**src/rtl/core/lir_pkg.sv**
```systemverilog
`timescale 1ns / 1ps
// ----------------------------------------------------------------------------
// lir_pkg: shared types and constants for limb_integer_to_residues
// Widths, register indexes, sequencer states, queue item and the modular fold.
// ----------------------------------------------------------------------------
package lir_pkg;

   localparam int MAX_MODULI  = 4;
   localparam int MAX_LIMBS   = 8;
   localparam int LIMB_W      = 56;
   localparam int MOD_W       = 63;
   localparam int IDX_W       = $clog2(MAX_MODULI);
   localparam int NM_W        = 3;
   localparam int NL_W        = 4;
   localparam int POS_W       = 3;
   localparam int CSR_IDX_W   = 3;
   localparam int CSR_DATA_W  = MOD_W;
   localparam int SRC_W       = 64;
   localparam int CNT_W       = $clog2(SRC_W);
   localparam int QUEUE_DEPTH = 2;
   localparam int QPTR_W      = $clog2(QUEUE_DEPTH);

   // register indexes
   localparam logic [CSR_IDX_W-1:0] CSR_NUM_MODULI      = 3'd0;
   localparam logic [CSR_IDX_W-1:0] CSR_LIMBS_PER_CHUNK = 3'd1;
   localparam logic [CSR_IDX_W-1:0] CSR_MODULUS_0       = 3'd2;
   localparam logic [CSR_IDX_W-1:0] CSR_MODULUS_1       = 3'd3;
   localparam logic [CSR_IDX_W-1:0] CSR_MODULUS_2       = 3'd4;
   localparam logic [CSR_IDX_W-1:0] CSR_MODULUS_3       = 3'd5;

   // 2^56 as a plain value in the 64-bit shift word
   localparam logic [SRC_W-1:0] RADIX_WORD = 64'h0100_0000_0000_0000;

   typedef logic [MAX_MODULI-1:0][MOD_W-1:0] mod_array_type;

   typedef enum logic [3:0] {
      ST_IDLE,
      ST_LIMB,   // limb mod m
      ST_POW,    // power mod m
      ST_MUL1,   // limb * power
      ST_RES,    // residue mod m
      ST_ADD,    // residue + term
      ST_RAD,    // 2^56 mod m
      ST_MUL2,   // power * 2^56
      ST_EMIT
   } state_type;

   typedef struct packed {
      logic [LIMB_W-1:0] limb_value;
      logic              final_chunk;
      logic              emit;
      logic [IDX_W-1:0]  last_index;
   } item_type;

   // s < 2m assumed: one conditional subtract
   function automatic logic [MOD_W-1:0] mod_fold(input logic [SRC_W-1:0] s,
                                                 input logic [MOD_W-1:0] m);
      logic [SRC_W-1:0] mm;
      logic [SRC_W-1:0] r;
      mm = {1'b0, m};
      r  = (s >= mm) ? (s - mm) : s;
      return r[MOD_W-1:0];
   endfunction

endpackage

```
**src/rtl/core/limb_integer_to_residues.sv**
```systemverilog
`timescale 1ns / 1ps
// ----------------------------------------------------------------------------
// limb_integer_to_residues: multi-limb integer to residue reduction
// 56-bit limbs in, one residue per configured modulus out per large integer.
// ----------------------------------------------------------------------------
// Sequencing: per modulus, six 64-step bit-serial reductions/multiplies,
//   of which the two modular multiplies take an extra add phase per bit,
//   plus the add state; the single shared shift-and-fold unit runs them
//   for each of the N moduli in use (1..4), one limb at a time.
// Output: the residues of a completed integer leave one per cycle
//   while rsp_ready is high.
// Reset (synchronous, active high): queue empty, powers one, residues zero,
//   registers at one modulus, one limb, every modulus two.
// ----------------------------------------------------------------------------
module limb_integer_to_residues (
   input  logic                             clock,
   input  logic                             reset,
   // limb intake
   input  logic                             req_valid,
   output logic                             req_ready,
   input  logic [lir_pkg::LIMB_W-1:0]       req_limb_value,
   input  logic                             req_final_chunk,
   // residues
   output logic                             rsp_valid,
   input  logic                             rsp_ready,
   output logic [lir_pkg::MOD_W-1:0]        rsp_residue,
   output logic [lir_pkg::IDX_W-1:0]        rsp_modulus_index,
   output logic                             rsp_end_of_stream,
   output logic                             rsp_last_of_run,
   // register writes
   input  logic                             csr_write_enable,
   input  logic [lir_pkg::CSR_IDX_W-1:0]    csr_index,
   input  logic [lir_pkg::CSR_DATA_W-1:0]   csr_write_data
);

   // configuration registers
   logic [lir_pkg::NM_W-1:0]    num_moduli_ff, num_moduli_in;
   logic [lir_pkg::NL_W-1:0]    limbs_ff, limbs_in;
   lir_pkg::mod_array_type      moduli_ff, moduli_in;
   logic [lir_pkg::CSR_IDX_W-1:0] mod_off;

   // front to queue to back
   logic              push, full, pop, q_valid;
   lir_pkg::item_type push_item, head;

   assign mod_off = csr_index - lir_pkg::CSR_MODULUS_0;

   always_comb begin
      num_moduli_in = num_moduli_ff;
      limbs_in      = limbs_ff;
      moduli_in     = moduli_ff;
      if (csr_write_enable) begin
         unique case (csr_index) inside
            lir_pkg::CSR_NUM_MODULI: begin
               num_moduli_in = csr_write_data[lir_pkg::NM_W-1:0];
            end
            lir_pkg::CSR_LIMBS_PER_CHUNK: begin
               limbs_in = csr_write_data[lir_pkg::NL_W-1:0];
            end
            lir_pkg::CSR_MODULUS_0, lir_pkg::CSR_MODULUS_1,
            lir_pkg::CSR_MODULUS_2, lir_pkg::CSR_MODULUS_3: begin
               moduli_in[mod_off[lir_pkg::IDX_W-1:0]] = csr_write_data;
            end
            default: ;   // writes beyond the map are dropped
         endcase
      end
   end

   always_ff @(posedge clock) begin
      if (reset) begin
         num_moduli_ff <= lir_pkg::NM_W'(1);
         limbs_ff      <= lir_pkg::NL_W'(1);
         for (int i = 0; i < lir_pkg::MAX_MODULI; i++) begin
            moduli_ff[i] <= lir_pkg::MOD_W'(2);
         end
      end else begin
         num_moduli_ff <= num_moduli_in;
         limbs_ff      <= limbs_in;
         moduli_ff     <= moduli_in;
      end
   end

   // intake: counts limbs and marks the one that completes an integer
   lir_front u_front (
      .clock           (clock),
      .reset           (reset),
      .req_valid       (req_valid),
      .req_ready       (req_ready),
      .req_limb_value  (req_limb_value),
      .req_final_chunk (req_final_chunk),
      .num_moduli      (num_moduli_ff),
      .limbs_per_chunk (limbs_ff),
      .q_full          (full),
      .q_push          (push),
      .q_item          (push_item)
   );

   // lets intake take the next limb while the sequencer grinds
   lir_queue u_queue (
      .clock     (clock),
      .reset     (reset),
      .push      (push),
      .push_item (push_item),
      .full      (full),
      .pop       (pop),
      .valid     (q_valid),
      .head      (head)
   );

   // per-modulus reduce, multiply, accumulate, then emit from output reg
   lir_back u_back (
      .clock             (clock),
      .reset             (reset),
      .q_valid           (q_valid),
      .q_item            (head),
      .q_pop             (pop),
      .moduli            (moduli_ff),
      .rsp_valid         (rsp_valid),
      .rsp_ready         (rsp_ready),
      .rsp_residue       (rsp_residue),
      .rsp_modulus_index (rsp_modulus_index),
      .rsp_end_of_stream (rsp_end_of_stream),
      .rsp_last_of_run   (rsp_last_of_run)
   );

endmodule

```
**src/rtl/core/lir_front.sv**
```systemverilog
`timescale 1ns / 1ps
// ----------------------------------------------------------------------------
// lir_front: limb intake
// Tracks limb position and tags each item with emit flag and last modulus index.
// ----------------------------------------------------------------------------
module lir_front (
   input  logic                            clock,
   input  logic                            reset,
   input  logic                            req_valid,
   output logic                            req_ready,
   input  logic [lir_pkg::LIMB_W-1:0]      req_limb_value,
   input  logic                            req_final_chunk,
   input  logic [lir_pkg::NM_W-1:0]        num_moduli,
   input  logic [lir_pkg::NL_W-1:0]        limbs_per_chunk,
   input  logic                            q_full,
   output logic                            q_push,
   output lir_pkg::item_type               q_item
);

   logic [lir_pkg::POS_W-1:0] pos_ff, pos_in;
   logic [lir_pkg::NL_W-1:0]  nl_eff;
   logic [lir_pkg::NL_W-1:0]  pos_next;
   logic [lir_pkg::IDX_W-1:0] last_idx;
   logic                      emit;

   always_comb begin
      if (limbs_per_chunk == '0) begin
         nl_eff = lir_pkg::NL_W'(1);
      end else if (limbs_per_chunk > lir_pkg::NL_W'(lir_pkg::MAX_LIMBS)) begin
         nl_eff = lir_pkg::NL_W'(lir_pkg::MAX_LIMBS);
      end else begin
         nl_eff = limbs_per_chunk;
      end
      if (num_moduli == '0) begin
         last_idx = '0;
      end else if (num_moduli > lir_pkg::NM_W'(lir_pkg::MAX_MODULI)) begin
         last_idx = lir_pkg::IDX_W'(lir_pkg::MAX_MODULI - 1);
      end else begin
         last_idx = lir_pkg::IDX_W'(num_moduli - lir_pkg::NM_W'(1));
      end
   end

   assign req_ready = !q_full;
   assign q_push    = req_valid && req_ready;
   assign pos_next  = {1'b0, pos_ff} + lir_pkg::NL_W'(1);
   assign emit      = (pos_next >= nl_eff);
   assign pos_in    = emit ? '0 : pos_next[lir_pkg::POS_W-1:0];

   assign q_item.limb_value  = req_limb_value;
   assign q_item.final_chunk = req_final_chunk;
   assign q_item.emit        = emit;
   assign q_item.last_index  = last_idx;

   always_ff @(posedge clock) begin
      if (reset) begin
         pos_ff <= '0;
      end else if (q_push) begin
         pos_ff <= pos_in;
      end
   end

endmodule

```
**src/rtl/core/lir_queue.sv**
```systemverilog
`timescale 1ns / 1ps
// ----------------------------------------------------------------------------
// lir_queue: item queue between intake and sequencer
// Small flop FIFO of tagged limbs.
// ----------------------------------------------------------------------------
module lir_queue (
   input  logic              clock,
   input  logic              reset,
   input  logic              push,
   input  lir_pkg::item_type push_item,
   output logic              full,
   input  logic              pop,
   output logic              valid,
   output lir_pkg::item_type head
);

   lir_pkg::item_type              mem_ff [lir_pkg::QUEUE_DEPTH];
   logic [lir_pkg::QPTR_W-1:0]     wr_ff, rd_ff;
   logic [lir_pkg::QPTR_W:0]       cnt_ff, cnt_in;

   assign full  = (cnt_ff == (lir_pkg::QPTR_W+1)'(lir_pkg::QUEUE_DEPTH));
   assign valid = (cnt_ff != '0);
   assign head  = mem_ff[rd_ff];

   always_comb begin
      cnt_in = cnt_ff;
      if (push && !pop) begin
         cnt_in = cnt_ff + 1'b1;
      end else if (pop && !push) begin
         cnt_in = cnt_ff - 1'b1;
      end
   end

   always_ff @(posedge clock) begin
      if (reset) begin
         wr_ff  <= '0;
         rd_ff  <= '0;
         cnt_ff <= '0;
      end else begin
         cnt_ff <= cnt_in;
         if (push) begin
            wr_ff <= wr_ff + 1'b1;
         end
         if (pop) begin
            rd_ff <= rd_ff + 1'b1;
         end
      end
   end

   always_ff @(posedge clock) begin
      if (push) begin
         mem_ff[wr_ff] <= push_item;
      end
   end

endmodule

```
**src/rtl/core/lir_back.sv**
```systemverilog
`timescale 1ns / 1ps
// ----------------------------------------------------------------------------
// lir_back: residue sequencer
// Bit-serial modular reduce / multiply per modulus, residue store and output.
// ----------------------------------------------------------------------------
module lir_back (
   input  logic                          clock,
   input  logic                          reset,
   input  logic                          q_valid,
   input  lir_pkg::item_type             q_item,
   output logic                          q_pop,
   input  lir_pkg::mod_array_type        moduli,
   output logic                          rsp_valid,
   input  logic                          rsp_ready,
   output logic [lir_pkg::MOD_W-1:0]     rsp_residue,
   output logic [lir_pkg::IDX_W-1:0]     rsp_modulus_index,
   output logic                          rsp_end_of_stream,
   output logic                          rsp_last_of_run
);

   localparam int MW = lir_pkg::MOD_W;
   localparam int SW = lir_pkg::SRC_W;

   lir_pkg::state_type state_ff, state_in;

   lir_pkg::item_type              item_ff, item_in;
   logic [lir_pkg::IDX_W-1:0]      k_ff, k_in;
   logic [SW-1:0]                  src_ff, src_in;
   logic [MW-1:0]                  acc_ff, acc_in;
   logic [MW-1:0]                  mcand_ff, mcand_in;
   logic [MW-1:0]                  a_ff, a_in;
   logic [MW-1:0]                  p_ff, p_in;
   logic [lir_pkg::CNT_W-1:0]      cnt_ff, cnt_in;
   logic                           phase_ff, phase_in;
   logic [MW-1:0]                  power_ff [lir_pkg::MAX_MODULI];
   logic [MW-1:0]                  power_in [lir_pkg::MAX_MODULI];
   logic [MW-1:0]                  res_ff [lir_pkg::MAX_MODULI];
   logic [MW-1:0]                  res_in [lir_pkg::MAX_MODULI];

   logic                           rsp_valid_ff, rsp_valid_in;
   logic [MW-1:0]                  rsp_res_ff, rsp_res_in;
   logic [lir_pkg::IDX_W-1:0]      rsp_idx_ff, rsp_idx_in;
   logic                           rsp_eos_ff, rsp_eos_in;
   logic                           rsp_last_ff, rsp_last_in;

   logic [MW-1:0] m_raw, m;
   logic          is_mul, add_phase, inbit, shift, step_done, out_free, k_last;
   logic [MW-1:0] dbl, addv, step_val;

   assign m_raw = moduli[k_ff];
   assign m     = (m_raw < MW'(2)) ? MW'(2) : m_raw;

   assign is_mul    = (state_ff == lir_pkg::ST_MUL1) || (state_ff == lir_pkg::ST_MUL2);
   assign add_phase = is_mul && phase_ff;
   assign inbit     = !is_mul && src_ff[SW-1];
   assign shift     = !is_mul || phase_ff;
   assign step_done = (cnt_ff == '0) && shift;
   assign out_free  = !rsp_valid_ff || rsp_ready;
   assign k_last    = (k_ff == item_ff.last_index);

   // double (plus incoming bit) and add, each folded once
   assign dbl      = lir_pkg::mod_fold({acc_ff, inbit}, m);
   assign addv     = lir_pkg::mod_fold({1'b0, acc_ff} + {1'b0, mcand_ff}, m);
   assign step_val = add_phase ? (src_ff[SW-1] ? addv : acc_ff) : dbl;

   // next state
   always_comb begin
      state_in = state_ff;
      unique case (state_ff) inside
         lir_pkg::ST_IDLE: begin
            if (q_valid) state_in = lir_pkg::ST_LIMB;
         end
         lir_pkg::ST_LIMB: begin
            if (step_done) state_in = lir_pkg::ST_POW;
         end
         lir_pkg::ST_POW: begin
            if (step_done) state_in = lir_pkg::ST_MUL1;
         end
         lir_pkg::ST_MUL1: begin
            if (step_done) state_in = lir_pkg::ST_RES;
         end
         lir_pkg::ST_RES: begin
            if (step_done) state_in = lir_pkg::ST_ADD;
         end
         lir_pkg::ST_ADD: begin
            state_in = lir_pkg::ST_RAD;
         end
         lir_pkg::ST_RAD: begin
            if (step_done) state_in = lir_pkg::ST_MUL2;
         end
         lir_pkg::ST_MUL2: begin
            if (step_done) begin
               if (!k_last) state_in = lir_pkg::ST_LIMB;
               else if (item_ff.emit) state_in = lir_pkg::ST_EMIT;
               else state_in = lir_pkg::ST_IDLE;
            end
         end
         lir_pkg::ST_EMIT: begin
            if (out_free && k_last) state_in = lir_pkg::ST_IDLE;
         end
         default: state_in = lir_pkg::ST_IDLE;
      endcase
   end

   // datapath and outputs
   always_comb begin
      item_in      = item_ff;
      k_in         = k_ff;
      src_in       = src_ff;
      acc_in       = acc_ff;
      mcand_in     = mcand_ff;
      a_in         = a_ff;
      p_in         = p_ff;
      cnt_in       = cnt_ff;
      phase_in     = phase_ff;
      power_in     = power_ff;
      res_in       = res_ff;
      q_pop        = 1'b0;
      rsp_res_in   = rsp_res_ff;
      rsp_idx_in   = rsp_idx_ff;
      rsp_eos_in   = rsp_eos_ff;
      rsp_last_in  = rsp_last_ff;
      rsp_valid_in = rsp_ready ? 1'b0 : rsp_valid_ff;

      unique case (state_ff) inside
         lir_pkg::ST_IDLE: begin
            if (q_valid) begin
               q_pop    = 1'b1;
               item_in  = q_item;
               k_in     = '0;
               acc_in   = '0;
               cnt_in   = '1;
               phase_in = 1'b0;
               src_in   = {{(SW-lir_pkg::LIMB_W){1'b0}}, q_item.limb_value};
            end
         end
         lir_pkg::ST_LIMB, lir_pkg::ST_POW, lir_pkg::ST_MUL1,
         lir_pkg::ST_RES, lir_pkg::ST_RAD, lir_pkg::ST_MUL2: begin
            acc_in   = step_val;
            phase_in = is_mul && !phase_ff;
            if (shift) begin
               src_in = {src_ff[SW-2:0], 1'b0};
               cnt_in = cnt_ff - 1'b1;
            end
            if (step_done) begin
               acc_in   = '0;
               cnt_in   = '1;
               phase_in = 1'b0;
               case (state_ff)
                  lir_pkg::ST_LIMB: begin
                     a_in   = step_val;
                     src_in = {1'b0, power_ff[k_ff]};
                  end
                  lir_pkg::ST_POW: begin
                     p_in     = step_val;
                     mcand_in = a_ff;
                     src_in   = {1'b0, step_val};
                  end
                  lir_pkg::ST_MUL1: begin
                     mcand_in = step_val;
                     src_in   = {1'b0, res_ff[k_ff]};
                  end
                  lir_pkg::ST_RES: begin
                     acc_in = step_val;
                  end
                  lir_pkg::ST_RAD: begin
                     a_in     = step_val;
                     mcand_in = p_ff;
                     src_in   = {1'b0, step_val};
                  end
                  default: begin
                     power_in[k_ff] = step_val;
                     if (!k_last) begin
                        k_in   = k_ff + 1'b1;
                        src_in = {{(SW-lir_pkg::LIMB_W){1'b0}}, item_ff.limb_value};
                     end else begin
                        k_in = '0;
                     end
                  end
               endcase
            end
         end
         lir_pkg::ST_ADD: begin
            res_in[k_ff] = addv;
            acc_in       = '0;
            cnt_in       = '1;
            phase_in     = 1'b0;
            src_in       = lir_pkg::RADIX_WORD;
         end
         lir_pkg::ST_EMIT: begin
            if (out_free) begin
               rsp_valid_in = 1'b1;
               rsp_res_in   = res_ff[k_ff];
               rsp_idx_in   = k_ff;
               rsp_eos_in   = item_ff.final_chunk;
               rsp_last_in  = k_last;
               if (k_last) begin
                  for (int i = 0; i < lir_pkg::MAX_MODULI; i++) begin
                     power_in[i] = MW'(1);
                     res_in[i]   = '0;
                  end
               end else begin
                  k_in = k_ff + 1'b1;
               end
            end
         end
         default: ;
      endcase
   end

   always_ff @(posedge clock) begin
      if (reset) begin
         state_ff     <= lir_pkg::ST_IDLE;
         rsp_valid_ff <= 1'b0;
         k_ff         <= '0;
         phase_ff     <= 1'b0;
         cnt_ff       <= '0;
         for (int i = 0; i < lir_pkg::MAX_MODULI; i++) begin
            power_ff[i] <= MW'(1);
            res_ff[i]   <= '0;
         end
      end else begin
         state_ff     <= state_in;
         rsp_valid_ff <= rsp_valid_in;
         k_ff         <= k_in;
         phase_ff     <= phase_in;
         cnt_ff       <= cnt_in;
         power_ff     <= power_in;
         res_ff       <= res_in;
      end
   end

   always_ff @(posedge clock) begin
      item_ff     <= item_in;
      src_ff      <= src_in;
      acc_ff      <= acc_in;
      mcand_ff    <= mcand_in;
      a_ff        <= a_in;
      p_ff        <= p_in;
      rsp_res_ff  <= rsp_res_in;
      rsp_idx_ff  <= rsp_idx_in;
      rsp_eos_ff  <= rsp_eos_in;
      rsp_last_ff <= rsp_last_in;
   end

   assign rsp_valid         = rsp_valid_ff;
   assign rsp_residue       = rsp_res_ff;
   assign rsp_modulus_index = rsp_idx_ff;
   assign rsp_end_of_stream = rsp_eos_ff;
   assign rsp_last_of_run   = rsp_last_ff;

endmodule

```
**config.mk**
```make
export PLATFORM = sky130hd
export DESIGN_NAME = limb_integer_to_residues
export DESIGN_NICKNAME = d
export VERILOG_FILES = /design/src/rtl/core/lir_pkg.sv /design/src/rtl/core/limb_integer_to_residues.sv /design/src/rtl/core/lir_front.sv /design/src/rtl/core/lir_queue.sv /design/src/rtl/core/lir_back.sv
export SDC_FILE = /design/constraint.sdc
export NUM_CORES = 2
export LEC_CHECK = 0
export BUFFER_PORTS_ARGS = -buffer_cell sky130_fd_sc_hd__buf_2
export CAP_MARGIN = 20
export CORE_MARGIN = 1.5
export CORE_UTILIZATION = 50
export DETAILED_ROUTE_END_ITERATION = 7
export GPL_ROUTABILITY_DRIVEN = 0
export PLACE_DENSITY_LB_ADDON = 0.2
export SLEW_MARGIN = 20
export SYNTH_ARGS = -nofsm -noshare
export SYNTH_HDL_FRONTEND = slang
export SYNTH_SLANG_ARGS = --single-unit
```
**constraint.sdc**
```tcl
create_clock -name clock -period 9.3 [get_ports clock]
set_clock_uncertainty 0.1 [all_clocks]
set_input_delay 0.93 -clock clock [delete_from_list [all_inputs] [get_ports clock]]
set_output_delay 0.93 -clock clock [all_outputs]
set_load 0.01 [all_outputs]
```
==> flow_metrics.tcl <==
set metrics [dict create \
    outcome "finished, final reports clean" \
    die_width_microns 375 \
    clkSinkCount 1348 \
    r2r_cells 25 \
    routedWlPerCell_microns 30.4 \
    max_freq_mhz 118 \
    synth-seq-cells 1348 \
    worstPathRequired_ps 9720 \
    die_y_microns 375 \
    finalCriticalPeriod_ps 8480 \
    post-cts-setup-buffer-count 0 \
    fp-row-count 136 \
    startpoint_type "flip-flop" \
    synth.area.top_cells "edfxtp_1 (24%), dfxtp_1 (23%), mux4_2 (6.2%)" \
    finalPower_mw 32.2 \
    die-area_sq_mm 0.141 \
    ant_nets 0 \
    ys.flop_type "dfxtp_1" \
    grt_antenna_before_repair 38 \
    syn2layout_area_growth_pct 11.0 \
    synth_seq_area_share_pct 47.2 \
    postCtsHoldBufs 0 \
    mappedNetlistNets 7510 \
    drt_wl_total_microns 276000 \
    crit_slowest_cell "o211ai_1" \
    async_reset_ff_share_pct 0 \
    place_area_sq_mm 0.0718 \
    root_buffer "clkbuf_16" \
    rsz0062_at_grt "no" \
    whs_path_depth 1 \
    cts_buffer_depth 3 \
    hold_start "req_limb_value[44]" \
    cts_tree "done" \
    p_leak_nw 27.7 \
    via_per_inst 6.78 \
    crit_top_cell "o21ai_0" \
    core_sq_mm 0.137 \
    setup_viol 0 \
    endpoint_kind "flip-flop" \
    rr_endpoint "u_back.mcand_ff[20]" \
    nets 7474 \
    synth_edf_count 563 \
    post-route-drc-count 0 \
    pin_count 197 \
    relSlewSlack_pct 14.4 \
    synth.most_common_cell "nand2_1" \
    synth_top_area_share_pct 24.4 \
    design_area_sq_mm 0.0768 \
    hold_viol_final 0 \
    dr.pass1.iters 7 \
    grt_pass1_wl_microns 395000 \
    start_util_pct 50.4 \
    netlist_area_sq_mm 0.0692 \
    cts.reportedPaths.clkPinSlew_ps 60 \
    numCtsBuffers 145 \
    r2r_setup_slack_ps 820 \
    maxSlewViolCount 0 \
    via_count 61500 \
    power.density_mw_per_mm2 419 \
    synth_common_cells "nand2_1 (1056), dfxtp_1 (785), a21oi_1 (638)" \
    syn_inst 7181 \
    cts_max_level 4 \
    cpPeakStageDelay_ps 620 \
    crit_type "flip-flop to flip-flop" \
    worst_pin_slew_ps 1280 \
    ys_types 103 \
    arrival_ps 8900 \
    final.setup.tns_ps 0 \
    grt_pass1_vias 57000 \
    clk_latency_ps 830 \
    hold_path_class "input pin to flip-flop" \
    nFillCells 12000 \
    min_to "u_queue.mem_ff[0][48]" \
    grt_max_degree 221 \
    io_buffers 196 \
    grtUsageTotal_pct 38.3 \
    grt.overflow.total 0 \
    yosysWarnings 0 \
    syn_area_per_cell_sq_um 9.63 \
    hpwlAfterDp_microns 190000 \
    layout-drive-gt1-share_pct 13.4 \
    ir_drop_mv 0.297 \
    drtIter0Drc 9621 \
    fin_crit_sh_pct 91.1 \
    worstReg2RegStart "u_back.acc_ff[3]" \
    maxCapViolCount 0 \
    synth_top_area_cell "edfxtp_1" \
    cts-resized-gates 0 \
    path_max_fanout 37 \
]
-- how the worst max path moves through the flow --
stage | cells after the start | start | endpoint | slack, ps
CTS | 25 | u_back.acc_ff[3] | u_back.mcand_ff[20] | 1220
floorplan | 8 | u_back.state_ff[3] | u_queue.cnt_ff[1] | 1090
global route | 25 | u_back.acc_ff[3] | u_back.src_ff[27] | 630
global placement | 25 | u_back.acc_ff[6] | u_back.mcand_ff[20] | 1450
detailed placement | 25 | u_back.acc_ff[1] | u_back.mcand_ff[20] | 1310
finish | 25 | u_back.acc_ff[3] | u_back.mcand_ff[20] | 820
-- flip-flops by register name (all words and copies together), names as in the netlist, 3 cells and up, named ones only --
signal              count
moduli_ff             252
u_back.power_ff       252
u_back.res_ff         252
u_queue.mem_ff        120
u_back.src_ff          64
u_back.a_ff            63
u_back.acc_ff          63
u_back.mcand_ff        63
u_back.p_ff            63
u_back.rsp_residue     63
u_back.item_ff         60
u_back.cnt_ff           6
limbs_ff                4
u_back.state_ff         4
num_moduli_ff           3
u_front.pos_ff          3
-- cells in the final DEF, fill, tap and decap left out, types with 34 or more instances in the layout --
cell type / count
nand2_1: 1049
dfxtp_1: 782
a21oi_1: 637
nor2_1: 616
edfxtp_1: 563
o21ai_0: 458
a22oi_1: 358
inv_1: 204
ha_1: 199
buf_2: 195
mux4_2: 189
clkbuf_16: 150
a21o_1: 142
buf_4: 120
mux2_2: 114
xnor2_1: 105
mux2i_1: 94
o211ai_1: 78
nand4_1: 72
o21ai_1: 71
nor3_1: 65
xor2_1: 62
nand3_1: 58
o21bai_1: 51
a22o_1: 51
a31oi_1: 41
o21a_1: 39
and2_1: 34
-- kinds of logic (layout without fill, tap and decap cells) --
family	after synthesis	after routing	share of synthesized area, %
multiplexers	402	402	9.50
flip-flops	1348	1348	47.2
XOR/XNOR	167	167	2.12
other	0	11	0
buffers and inverters	712	799	3.99
AO/OA/AOI/OAI	2231	2231	20.6
adder cells (fa/ha/maj)	202	202	3.67
AND/OR/NAND/NOR	2119	2119	13.0
-- where the power goes --
group | total [mW] | leakage, nW | switching (mW) | internal [mW]
Clock | 6.04 | 2.42 | 2.61 | 3.43
Combinational | 18.2 | 13.7 | 12.7 | 5.43
Sequential | 7.97 | 11.6 | 0.570 | 7.40
Total | 32.2 | 27.7 | 15.9 | 16.3
-- area by class of cell --
| cell class | count | area [sq um] | area share [%] |
|---|---|---|---|
| multi-input cells | 5121 | 34100 | 44.4 |
| clock inverters | 71 | 897 | 1.17 |
| clock buffers | 199 | 4100 | 5.34 |
| well taps | 1794 | 2240 | 2.92 |
| diodes | 11 | 27.5 | 0.0358 |
| repair buffers | 322 | 2010 | 2.62 |
| inverters | 207 | 777 | 1.01 |
| flip-flops and latches | 1348 | 32600 | 42.5 |
-- metrics by stage --
stage	cells	hold WS, ps	util [%]	setup slack, ps
after global placement	8792	308	52.3	1450
after floorplan	7181	300	-	1090
final	9073	186	55.9	823
after global routing	9064	169	55.9	629
after CTS	9062	156	55.9	1220
after detailed placement	8792	310	52.3	1310
-- per-layer routing --
| metal | up-vias | share of wire (%) | global-route usage, % |
|---|---|---|---|
| met5 | - | 0.11 | 0 |
| met4 | 38 | 6.7 | 23.0 |
| met3 | 948 | 15 | 13.8 |
| met2 | 4446 | 41 | 53.4 |
| met1 | 29700 | 37 | 50.8 |
| li1 | 26300 | - | - |
-- worst max-delay path, delay by kind of cell (launching register included) --
kind	cells	cell delay (ps)
adders and majority gates	2	720
muxes	2	640
AOI/OAI and AO/OA	15	4530
and+or+nand+nor	3	1010
DFF	1	450
buffers and inverters	2	420
xor gates and xnor gates	1	250
No activity file was read; power rests on OpenSTA's default activity.
